--- src/rtl/core/lir_pkg.sv ---
// lir_pkg: shared constants and payload types of the linear interpolation resampler
// used by linear_interp_resampler and its port checker; no dependencies
package lir_pkg;

  localparam int FRAC_BITS   = 32;              // fraction bits of phase and step
  localparam int SAMPLE_W    = 16;              // sample width
  localparam int STEP_W      = 36;              // phase step register width
  localparam int PHASE_W     = 37;              // phase accumulator width
  localparam int MAX_RESULTS = 64;              // cap on results per input sample

  localparam int DIFF_W      = SAMPLE_W + 1;    // cur - prev
  localparam int ACC_W       = SAMPLE_W + 2;    // serial product accumulator
  localparam int BIT_CNT_W   = $clog2(FRAC_BITS);
  localparam int RUN_CNT_W   = $clog2(MAX_RESULTS);

  localparam logic [PHASE_W-1:0] ONE_PHASE = PHASE_W'(1) << FRAC_BITS;

  typedef struct packed {
    logic signed [SAMPLE_W-1:0] left_in;
    logic signed [SAMPLE_W-1:0] right_in;
  } in_item_t;

  typedef struct packed {
    logic signed [SAMPLE_W-1:0] left_out;
    logic signed [SAMPLE_W-1:0] right_out;
    logic                       last_of_run;
  } out_item_t;

endpackage

--- src/rtl/core/linear_interp_resampler.sv ---
// linear_interp_resampler: stereo sample rate converter by linear interpolation
// depends on lir_pkg for constants and the request payload types
//
// Each input request carries one stereo sample. The first sample after reset is
// only stored. For every later sample the block emits output requests while the
// 37-bit phase (32 fraction bits) is below one: out = prev + floor(phase *
// (cur - prev) / 2^32) on each channel, then phase += phase_step. Afterwards one
// is subtracted from the phase and the sample becomes prev; a sample that finds
// the phase already at or above one causes no output. At most 64 outputs follow
// one input; the last output of each run has last_of_run set. If the cap ends a
// run with the phase still below one, the phase restarts at zero instead. Each
// output passes through the bit-serial shift-add multiplier, one phase bit per
// cycle for both channels, and is then loaded into the output register; a
// finished result waits while the output register is full. A first or skipped
// sample is handled in S_IDLE alone, without the multiplier. in_ready is high
// whenever no run is in progress, even while the last output still waits in the
// output register.
// phase_step is written through phase_step_we / phase_step_data; the user must
// write it only while idle (unenforced). Reset one (1 << 32): no rate change.
module linear_interp_resampler
  import lir_pkg::*;
(
  input  logic              clk,
  input  logic              rst,
  input  logic              phase_step_we,
  input  logic [STEP_W-1:0] phase_step_data,
  input  logic              in_valid,
  output logic              in_ready,
  input  in_item_t          in_data,
  output logic              out_valid,
  input  logic              out_ready,
  output out_item_t         out_data
);

  typedef enum logic [2:0] {
    S_IDLE = 3'b001,   // waiting for an input request
    S_MUL  = 3'b010,   // serial multiply, one phase bit per cycle
    S_EMIT = 3'b100    // result ready, waiting for a free output register
  } state_t;

  localparam logic [BIT_CNT_W-1:0] BIT_LAST = BIT_CNT_W'(FRAC_BITS - 1);
  localparam logic [RUN_CNT_W-1:0] RUN_LAST = RUN_CNT_W'(MAX_RESULTS - 1);

  state_t                     state;
  logic                       have_prev;
  logic [STEP_W-1:0]          phase_step;
  logic [PHASE_W-1:0]         phase;

  // sample registers
  logic signed [SAMPLE_W-1:0] prev_l, prev_r;
  logic signed [SAMPLE_W-1:0] cur_l, cur_r;
  logic signed [DIFF_W-1:0]   diff_l, diff_r;

  // serial multiplier: phase fraction shifts out lsb first
  logic [FRAC_BITS-1:0]       mult_sr;
  logic signed [ACC_W-1:0]    acc_l, acc_r;
  logic [BIT_CNT_W-1:0]       bit_cnt;
  logic [RUN_CNT_W-1:0]       run_cnt;

  logic signed [ACC_W-1:0]    sum_l, sum_r;
  logic signed [ACC_W-1:0]    acc_l_next, acc_r_next;
  logic signed [DIFF_W-1:0]   in_diff_l, in_diff_r;
  logic [PHASE_W-1:0]         phase_sum;
  logic                       phase_sum_ge_one;
  logic                       phase_is_frac;
  logic                       run_done;
  logic                       out_free;
  logic                       out_load;
  logic                       in_take;

  assign in_ready = (state == S_IDLE);
  assign in_take  = in_valid && in_ready;
  assign out_free = !out_valid || out_ready;
  assign out_load = (state == S_EMIT) && out_free;

  // difference of the new sample against the stored one, 17 bits
  assign in_diff_l = {in_data.left_in[SAMPLE_W-1], in_data.left_in}
                   - {prev_l[SAMPLE_W-1], prev_l};
  assign in_diff_r = {in_data.right_in[SAMPLE_W-1], in_data.right_in}
                   - {prev_r[SAMPLE_W-1], prev_r};

  // shift-add step: the arithmetic shift floors each partial division by two,
  // so after all fraction bits acc holds floor(phase * diff / 2^FRAC_BITS)
  assign sum_l = acc_l + (mult_sr[0] ? ACC_W'(diff_l) : '0);
  assign sum_r = acc_r + (mult_sr[0] ? ACC_W'(diff_r) : '0);
  assign acc_l_next = sum_l >>> 1;
  assign acc_r_next = sum_r >>> 1;

  // phase bookkeeping for the output being emitted
  assign phase_is_frac    = (phase[PHASE_W-1:FRAC_BITS] == '0);
  assign phase_sum        = phase + PHASE_W'(phase_step);
  assign phase_sum_ge_one = (phase_sum[PHASE_W-1:FRAC_BITS] != '0);
  assign run_done         = phase_sum_ge_one || (run_cnt == RUN_LAST);

  always_ff @(posedge clk) begin
    if (rst) begin
      state      <= S_IDLE;
      have_prev  <= 1'b0;
      phase      <= '0;
      phase_step <= ONE_PHASE[STEP_W-1:0];
      prev_l     <= '0;
      prev_r     <= '0;
      out_valid  <= 1'b0;
    end else begin
      if (phase_step_we) begin
        phase_step <= phase_step_data;
      end

      // output register: a new result takes priority over the drain
      if (out_load) begin
        out_valid <= 1'b1;
      end else if (out_valid && out_ready) begin
        out_valid <= 1'b0;
      end

      unique case (state)
        S_IDLE: begin
          if (in_take) begin
            if (!have_prev) begin
              // first sample: only stored
              prev_l    <= in_data.left_in;
              prev_r    <= in_data.right_in;
              have_prev <= 1'b1;
            end else if (!phase_is_frac) begin
              // phase already past this interval: skip the sample
              phase  <= phase - ONE_PHASE;
              prev_l <= in_data.left_in;
              prev_r <= in_data.right_in;
            end else begin
              cur_l   <= in_data.left_in;
              cur_r   <= in_data.right_in;
              diff_l  <= in_diff_l;
              diff_r  <= in_diff_r;
              mult_sr <= phase[FRAC_BITS-1:0];
              acc_l   <= '0;
              acc_r   <= '0;
              bit_cnt <= '0;
              run_cnt <= '0;
              state   <= S_MUL;
            end
          end
        end

        S_MUL: begin
          acc_l   <= acc_l_next;
          acc_r   <= acc_r_next;
          mult_sr <= mult_sr >> 1;
          bit_cnt <= bit_cnt + 1'b1;
          if (bit_cnt == BIT_LAST) begin
            state <= S_EMIT;
          end
        end

        S_EMIT: begin
          if (out_free) begin
            out_data.left_out     <= prev_l + acc_l[SAMPLE_W-1:0];
            out_data.right_out    <= prev_r + acc_r[SAMPLE_W-1:0];
            out_data.last_of_run  <= run_done;
            if (run_done) begin
              // end of run: step into the next interval, clamp at the cap
              phase  <= phase_sum_ge_one ? (phase_sum - ONE_PHASE) : '0;
              prev_l <= cur_l;
              prev_r <= cur_r;
              state  <= S_IDLE;
            end else begin
              phase   <= phase_sum;
              mult_sr <= phase_sum[FRAC_BITS-1:0];
              acc_l   <= '0;
              acc_r   <= '0;
              bit_cnt <= '0;
              run_cnt <= run_cnt + 1'b1;
              state   <= S_MUL;
            end
          end
        end

        default: begin
          state <= S_IDLE;
        end
      endcase
    end
  end

endmodule

--- config.mk ---
export PLATFORM = sky130hd
export DESIGN_NAME = linear_interp_resampler
export DESIGN_NICKNAME = d
export VERILOG_FILES = /design/src/rtl/core/lir_pkg.sv /design/src/rtl/core/linear_interp_resampler.sv
export SDC_FILE = /design/constraint.sdc
export NUM_CORES = 1
export LEC_CHECK = 0
export BUFFER_PORTS_ARGS = -buffer_cell sky130_fd_sc_hd__buf_4
export CAP_MARGIN = 0
export CORE_MARGIN = 8
export CORE_UTILIZATION = 55
export CTS_CLUSTER_SIZE = 20
export DETAILED_ROUTE_END_ITERATION = 10
export PLACE_DENSITY = 0.85
export SLEW_MARGIN = 20
export SYNTH_ARGS = -nofsm -noshare
export SYNTH_HDL_FRONTEND = slang
export SYNTH_SLANG_ARGS = --single-unit
--- constraint.sdc ---
create_clock -name clk -period 19.3 [get_ports clk]
set_clock_uncertainty 0.1 [all_clocks]
set_input_delay 3.86 -clock clk [delete_from_list [all_inputs] [get_ports clk]]
set_output_delay 3.86 -clock clk [all_outputs]
set_load 0.01 [all_outputs]
==> results.sh, run 1 <==
export IMPL_postCtsResizedCells=0
export IMPL_total_wirelength_um=38650
export IMPL_ctsRootBufferMaster="sky130_fd_sc_hd__clkbuf_16"
export IMPL_fillers=2362
export IMPL_final_max_slew_viol_count=0
export IMPL_drive_gt1_frac=0.1298
export IMPL_asyncSetResetFlopFracSynth=0
export IMPL_cts_path_max_buffers=3
export IMPL_clock_insertion_delay_worst_skew_ns=0.56
export IMPL_outcome="finished clean"
export IMPL_holdCritPathClass="flop to flop"
export IMPL_setup_viol=0
export IMPL_worst_slack_at_placement_ns=12.09
export IMPL_rsz0062_at_grt="no"
export IMPL_drc_errors=0
export IMPL_arr_time_crit_path_ns=6.96
export IMPL_final_area_mm2=0.01896
export IMPL_post_synth_inst_count=1696
export IMPL_io_buffers=107
export IMPL_routabilityCongestion=0.8962
export IMPL_cts_hold_fix_bufs=0
export IMPL_avgSynthCellArea_um2=9.894
export IMPL_edff_count_synth=176
export IMPL_synth_cell_area_mm2=0.01678
export IMPL_worstSetupEndpointType="flop"
export IMPL_cts_htree_levels=1
export IMPL_post_detailed_route_wirelength_per_cell_um=17.51
export IMPL_numCtsBuffers=31
export IMPL_number_of_global_route_vias_before_repair=13350
export IMPL_grt_antenna_before_repair=0
export IMPL_layout_cells_most_common_list="sky130_fd_sc_hd__nor2_1, sky130_fd_sc_hd__edfxtp_1, sky130_fd_sc_hd__nand2_1, sky130_fd_sc_hd__ha_1, sky130_fd_sc_hd__buf_4"
export IMPL_pin_count_of_the_biggest_net_entering_global_routing=78
export IMPL_critical_path_max_fanout=3
export IMPL_grt_pass1_wl_um=64400
export IMPL_placedInstanceArea_mm2=0.01790
export IMPL_max_vdd_ir_drop_mv=0.09273
export IMPL_rows=64
export IMPL_vias_per_cell=5.931
export IMPL_chipWidth_um=190.7
export IMPL_post_cts_repair_setup_buffers=0
export IMPL_tns_ns=0
export IMPL_number_of_iterations_in_the_first_detailed_routing_pass=5
export IMPL_cp_data_required_time_ns=19.49
export IMPL_power_leakage_nw=7.712
export IMPL_clkTransAtPathRegs_ns=0.06
export IMPL_period_utilization=0.3510
export IMPL_timing_final_ws_setup_ns=12.53
export IMPL_finalCriticalPeriod_ns=6.774
export IMPL_ys_seq_area_frac=0.4462
export IMPL_track_usage=0.2107
export IMPL_die_h_um=190.7
export IMPL_crit_path_cell_trace="buf_4, inv_1, ha_1, fa_1, nor2b_1, o21ai_0, a21boi_0, o21ai_0, a21boi_0, o21ai_0, a21boi_0, o21ai_0, a211o_1, o221ai_1, o22ai_1"
export IMPL_layout_commonest_cell="sky130_fd_sc_hd__nor2_1"
export IMPL_worst_slew_margin_rel=0.3344
export IMPL_worst_path_max_delay_cell="sky130_fd_sc_hd__fa_1"
export IMPL_critPathMostFrequentCell="sky130_fd_sc_hd__o21ai_0"
export IMPL_power_per_cell_area_mw_per_mm2=125.6
export IMPL_drv_cap=0
export IMPL_hpwl_um=26910
export IMPL_cts_num_sinks=286
export IMPL_synthTopCellsByArea="sky130_fd_sc_hd__edfxtp_1, sky130_fd_sc_hd__dfxtp_1, sky130_fd_sc_hd__ha_1"
export IMPL_transition_time_at_the_pin_with_the_least_slew_margin_ns=0.9948
export IMPL_synth_warning_count=0
export IMPL_yosys_most_used_dff="sky130_fd_sc_hd__edfxtp_1"
export IMPL_initial_utilization=0.5529
export IMPL_cts_tree="built"
export IMPL_vias_after_detailed_routing=13090
export IMPL_timing_critical_path_slowest_cell_delay_ns=0.44
export IMPL_area_growth_syn_to_layout_pct=13.02
export IMPL_ant_diodes=0
export IMPL_detailedRoute_firstIterationViolations=788
export IMPL_final_antenna_net_count=0
export IMPL_core_mm2=0.03035
export IMPL_final_hold_viol_count=0
export IMPL_criticalPathCategory="input port to flop"
export IMPL_fin_nets=2003
export IMPL_design_die_area_mm2=0.03635
export IMPL_post_synth_top_area_fraction=0.3150
export IMPL_crit_path_start_kind="input port"
export IMPL_postSynthRegisterBits=286
export IMPL_net_count_after_synthesis=1912
export IMPL_synth_top_area_cell="sky130_fd_sc_hd__edfxtp_1"
export IMPL_synth_cell_type_count=77
export IMPL_fmax_mhz=147.6
export IMPL_grt_overflow=0
export IMPL_ioPinCount=108
flip-flops by register name, indices dropped and copies added, names as in the netlist, 3 cells and up:
register,count
diff_r,17
diff_l,17
run_cnt,6
cur_l,16
bit_cnt,5
mult_sr,32
prev_l,16
phase_step,36
state,3
acc_r,17
phase,37
acc_l,17
prev_r,16
out_data,33
cur_r,16
worst max-delay path, delay by kind of cell:
family / cells / cell delay, ns
AOI/OAI and AO/OA: 10 / 2.15
and+or+nand+nor: 1 / 0.17
buffers and inverters: 2 / 0.14
adders and majority gates: 2 / 0.65
cells in the mapped netlist (all sizes together), types with 5 or more instances:
library cell and count:
a22o 8, xnor2 60, mux2i 38, edfxtp 176, a21oi 83, o21a 14, o21bai 9, and2 39
and3 15, nor2b 18, or3 8, clkbuf 42, ha 136, inv 106, dfxtp 110, a22oi 25
or2 5, nand3 32, a221o 21, fa 7, o2111ai 9, buf 18, a21boi 22, xor2 26
a311oi 32, nand2 154, nand2b 28, o21ai 81, o41ai 5, a31oi 17, nor4 5, a211oi 13
a21o 19, nor3 40, nor2 228
metrics by stage:
stage            util  total power (W)  hold slack (ns)  cells
6_report       0.6249         0.002382           0.3856   2207
5_1_grt        0.6249         0.002532           0.4101   2207
4_1_cts        0.6241         0.002387           0.3871   2206
3_5_place_dp   0.5897         0.001771           0.3782   2149
3_3_place_gp   0.5897         0.001718           0.3619   2149
2_1_floorplan       -         0.001581           0.3483   1696
layer usage:
layer	vias up	wire length, µm	GRT usage
li1	6311	-	-
met1	6254	16720	0.2588
met2	430	18350	0.3652
met3	95	2267	0.03511
met4	0	1312	0.08174
met5	-	0	0
where the power goes:
| part | total, W | leakage [nW] | internal (W) | switching (W) |
|---|---|---|---|---|
| registers | 0.000871 | 2.52 | 0.000804 | 0.0000667 |
| logic | 0.000901 | 4.67 | 0.000365 | 0.000535 |
| clock network | 0.000610 | 0.516 | 0.000367 | 0.000244 |
kinds of logic after synthesis:
group	after synthesis	share of synthesized area
and+or+nand+nor	583	0.1576
adders and majority gates	143	0.1098
xor gates and xnor gates	86	0.04489
muxes	38	0.02267
DFF	286	0.4462
buffers and inverters	166	0.04041
AOI/OAI and AO/OA	394	0.1785
worst paths after layout:
check,from,slack (ns),to,depth (start not counted)
worst max-delay path,in_data[0],12.53,diff_r[16],15
worst min-delay path,phase[16],0.39,phase[16],2
worst max register to register,phase_step[0],13.28,mult_sr[29],17
worst min register to register,phase[16],0.39,phase[16],2
layout make-up:
class                           instances  area (µm²)  share of cell area
Multi-Input combinational cell       1244        8640              0.4556
Clock buffer                           43       870.8             0.04592
Sequential cell                       286        7487              0.3948
Inverter                              106       397.9             0.02098
Timing Repair Buffer                  118       898.4             0.04737
Clock inverter                         14       175.2            0.009237
Tap cell                              396       495.5             0.02613
Power figures use the tool's default switching activity.
==> run 2, diff against run 1 <==
PLACE_DENSITY = 0.88   (was 0.85)
clock period = 5.6 ns   (was 19.3 ns; I/O delays follow)
==> run 2 against run 1 <==
Net effect: first-iteration DRC count grew 26%; non-clock buffer count grew 3; utilization shrank 0.12 points; setup slack lost 12 ns; total power grew to 3.4 times the previous value; final area shrank 0.20%; sequential cell count is the same; register-to-register slack lost 13 ns; cell count is essentially flat; critical endpoint is now mult_sr[10]; largest power group unchanged.
==> results.sh, run 2 (synthesis gave the netlist of run 1 again) <==
export IMPL_ioPinCount=108
export IMPL_worst_r2r_setup_slack_ns=0.44
export IMPL_final_core_util=0.6236
export IMPL_worstSetupEndpointType="flop"
export IMPL_clock_insertion_delay_worst_skew_ns=0.57
export IMPL_die_h_um=190.7
export IMPL_initial_utilization=0.5529
export IMPL_biggestRegsByFlops="phase x37, phase_step x36, out_data x33"
export IMPL_ctsRootBufferMaster="sky130_fd_sc_hd__clkbuf_16"
export IMPL_arr_time_crit_path_ns=5.31
export IMPL_finalCriticalPeriod_ns=5.158
export IMPL_grt_pass1_wl_um=65340
export IMPL_cts_path_max_buffers=3
export IMPL_core_mm2=0.03035
export IMPL_timing_final_ws_setup_ns=0.4418
export IMPL_critical_path_max_fanout=31
export IMPL_max_vdd_ir_drop_mv=0.4408
export IMPL_crit_path_start_kind="flop"
export IMPL_min_path_cells=2
export IMPL_grt_antenna_before_repair=0
export IMPL_worstReg2RegStart="phase[8]"
export IMPL_worstReg2RegEnd="mult_sr[10]"
export IMPL_worst_slack_at_placement_ns=0.6018
export IMPL_vias_after_detailed_routing=13020
export IMPL_layout_commonest_cell="sky130_fd_sc_hd__nor2_1"
export IMPL_period_utilization=0.9211
export IMPL_fin_nets=2005
export IMPL_worst_slew_margin_rel=0.3185
export IMPL_largest_reg_flops=37
export IMPL_power_leakage_nw=7.700
export IMPL_grt_overflow=0
export IMPL_timing_critical_path_slowest_cell_delay_ns=0.57
export IMPL_worst_r2r_path_depth=17
export IMPL_final_max_slew_viol_count=0
export IMPL_hpwl_um=27580
export IMPL_layout_cells_most_common_list="sky130_fd_sc_hd__nor2_1, sky130_fd_sc_hd__edfxtp_1, sky130_fd_sc_hd__nand2_1, sky130_fd_sc_hd__ha_1, sky130_fd_sc_hd__buf_4"
export IMPL_fmax_mhz=193.9
export IMPL_number_of_iterations_in_the_first_detailed_routing_pass=5
export IMPL_final_hold_viol_count=0
export IMPL_drc_errors=0
export IMPL_io_buffers=107
export IMPL_worst_path_max_delay_cell="sky130_fd_sc_hd__nor4_4"
export IMPL_drive_gt1_frac=0.1291
export IMPL_tns_ns=0
export IMPL_post_detailed_route_wirelength_per_cell_um=17.86
export IMPL_post_cts_repair_setup_buffers=0
export IMPL_pin_count_of_the_biggest_net_entering_global_routing=66
export IMPL_track_usage=0.2148
export IMPL_transition_time_at_the_pin_with_the_least_slew_margin_ns=1.019
export IMPL_clkTransAtPathRegs_ns=0.07
export IMPL_cp_data_required_time_ns=5.75
export IMPL_hold_slack_ns=0.3939
export IMPL_rows=64
export IMPL_crit_path_cell_trace="ha_1, nand3_1, nor4_1, o21ai_1, nand3_1, a21oi_1, o21ai_0, a31oi_1, xnor2_1, inv_1, ha_1, inv_1, nor4_4, nand2_1, nor2_1, o21a_2, buf_12"
export IMPL_cts_htree_levels=1
export IMPL_register_containing_the_most_flip_flops_in_the_final_layout="phase"
export IMPL_postCtsResizedCells=0
export IMPL_final_area_mm2=0.01893
export IMPL_fillers=2330
export IMPL_numCtsBuffers=30
export IMPL_number_of_global_route_vias_before_repair=13460
export IMPL_design_die_area_mm2=0.03635
export IMPL_drv_cap=0
export IMPL_total_wirelength_um=39450
export IMPL_holdCritStartpoint="phase[29]"
export IMPL_cts_tree="built"
export IMPL_detailedRoute_firstIterationViolations=990
export IMPL_ant_diodes=0
export IMPL_outcome="finished clean"
export IMPL_vias_per_cell=5.894
export IMPL_criticalPathCategory="flop to flop"
export IMPL_cts_hold_fix_bufs=0
export IMPL_cts_num_sinks=286
export IMPL_holdCritPathClass="flop to flop"
export IMPL_hold_end="phase[29]"
export IMPL_power_per_cell_area_mw_per_mm2=428.6
export IMPL_routabilityCongestion=0.9182
export IMPL_final_antenna_net_count=0
export IMPL_area_growth_syn_to_layout_pct=12.80
export IMPL_placedInstanceArea_mm2=0.01796
export IMPL_rsz0062_at_grt="no"
export IMPL_chipWidth_um=190.7
export IMPL_setup_viol=0
-- run 2: changes by cell type in the layout (fill, tap and decap cells not counted), moves of 2 or more --
| cell | previous run | this run |
|---|---|---|
| sky130_fd_sc_hd__bufinv_16 | 4 | 1 |
| sky130_fd_sc_hd__clkbuf_1 | 7 | 10 |
| sky130_fd_sc_hd__clkbuf_8 | 5 | 7 |
| sky130_fd_sc_hd__buf_4 | 117 | 119 |
-- run 2: metal layers --
metal  GRT usage  part of all wire
met1      0.2663              0.42
met2      0.3735              0.48
met3     0.03018             0.063
met4     0.08353             0.033
met5           0                 0
-- run 2: per-stage QoR --
step	instances	power, W
2_1_floorplan	1696	0.005446
3_3_place_gp	2153	0.005953
3_5_place_dp	2153	0.006131
4_1_cts	2209	0.008126
5_1_grt	2209	0.008631
6_report	2209	0.008113
-- run 2: worst max-delay path by stage --
stage	startpoint	endpoint	slack, ns
2_1_floorplan	phase[0]	acc_l[0]	0.07
3_3_place_gp	phase[0]	mult_sr[10]	0.84
3_5_place_dp	phase[7]	mult_sr[10]	0.60
4_1_cts	phase[7]	mult_sr[7]	0.56
5_1_grt	phase[8]	mult_sr[10]	0.20
6_report	phase[8]	mult_sr[10]	0.44
-- run 2: layout make-up --
cell class	count	area (µm²)	area share
multi-input combinational	1244	8643	0.4567
clock inverter	9	85.08	0.004495
sequential	286	7487	0.3956
inverter	106	397.9	0.02102
tap	396	495.5	0.02618
clock buffer	47	884.6	0.04674
timing repair buffer	121	933.4	0.04932
-- run 2: power by group --
group | internal [W] | total (W) | switching (W)
Combinational | 0.00128 | 0.00315 | 0.00186
Sequential | 0.00277 | 0.00300 | 0.000231
Clock | 0.00113 | 0.00197 | 0.000837
Total | 0.00518 | 0.00811 | 0.00293
-- run 2: critical path, delay by kind of cell (launching register included) --
kind | cells | cell delay [ns]
fa+ha+maj | 2 | 0.50
simple gates | 6 | 1.81
flops | 1 | 0.34
compound gates | 5 | 1.45
xor+xnor | 1 | 0.18
buf+inv | 3 | 0.44
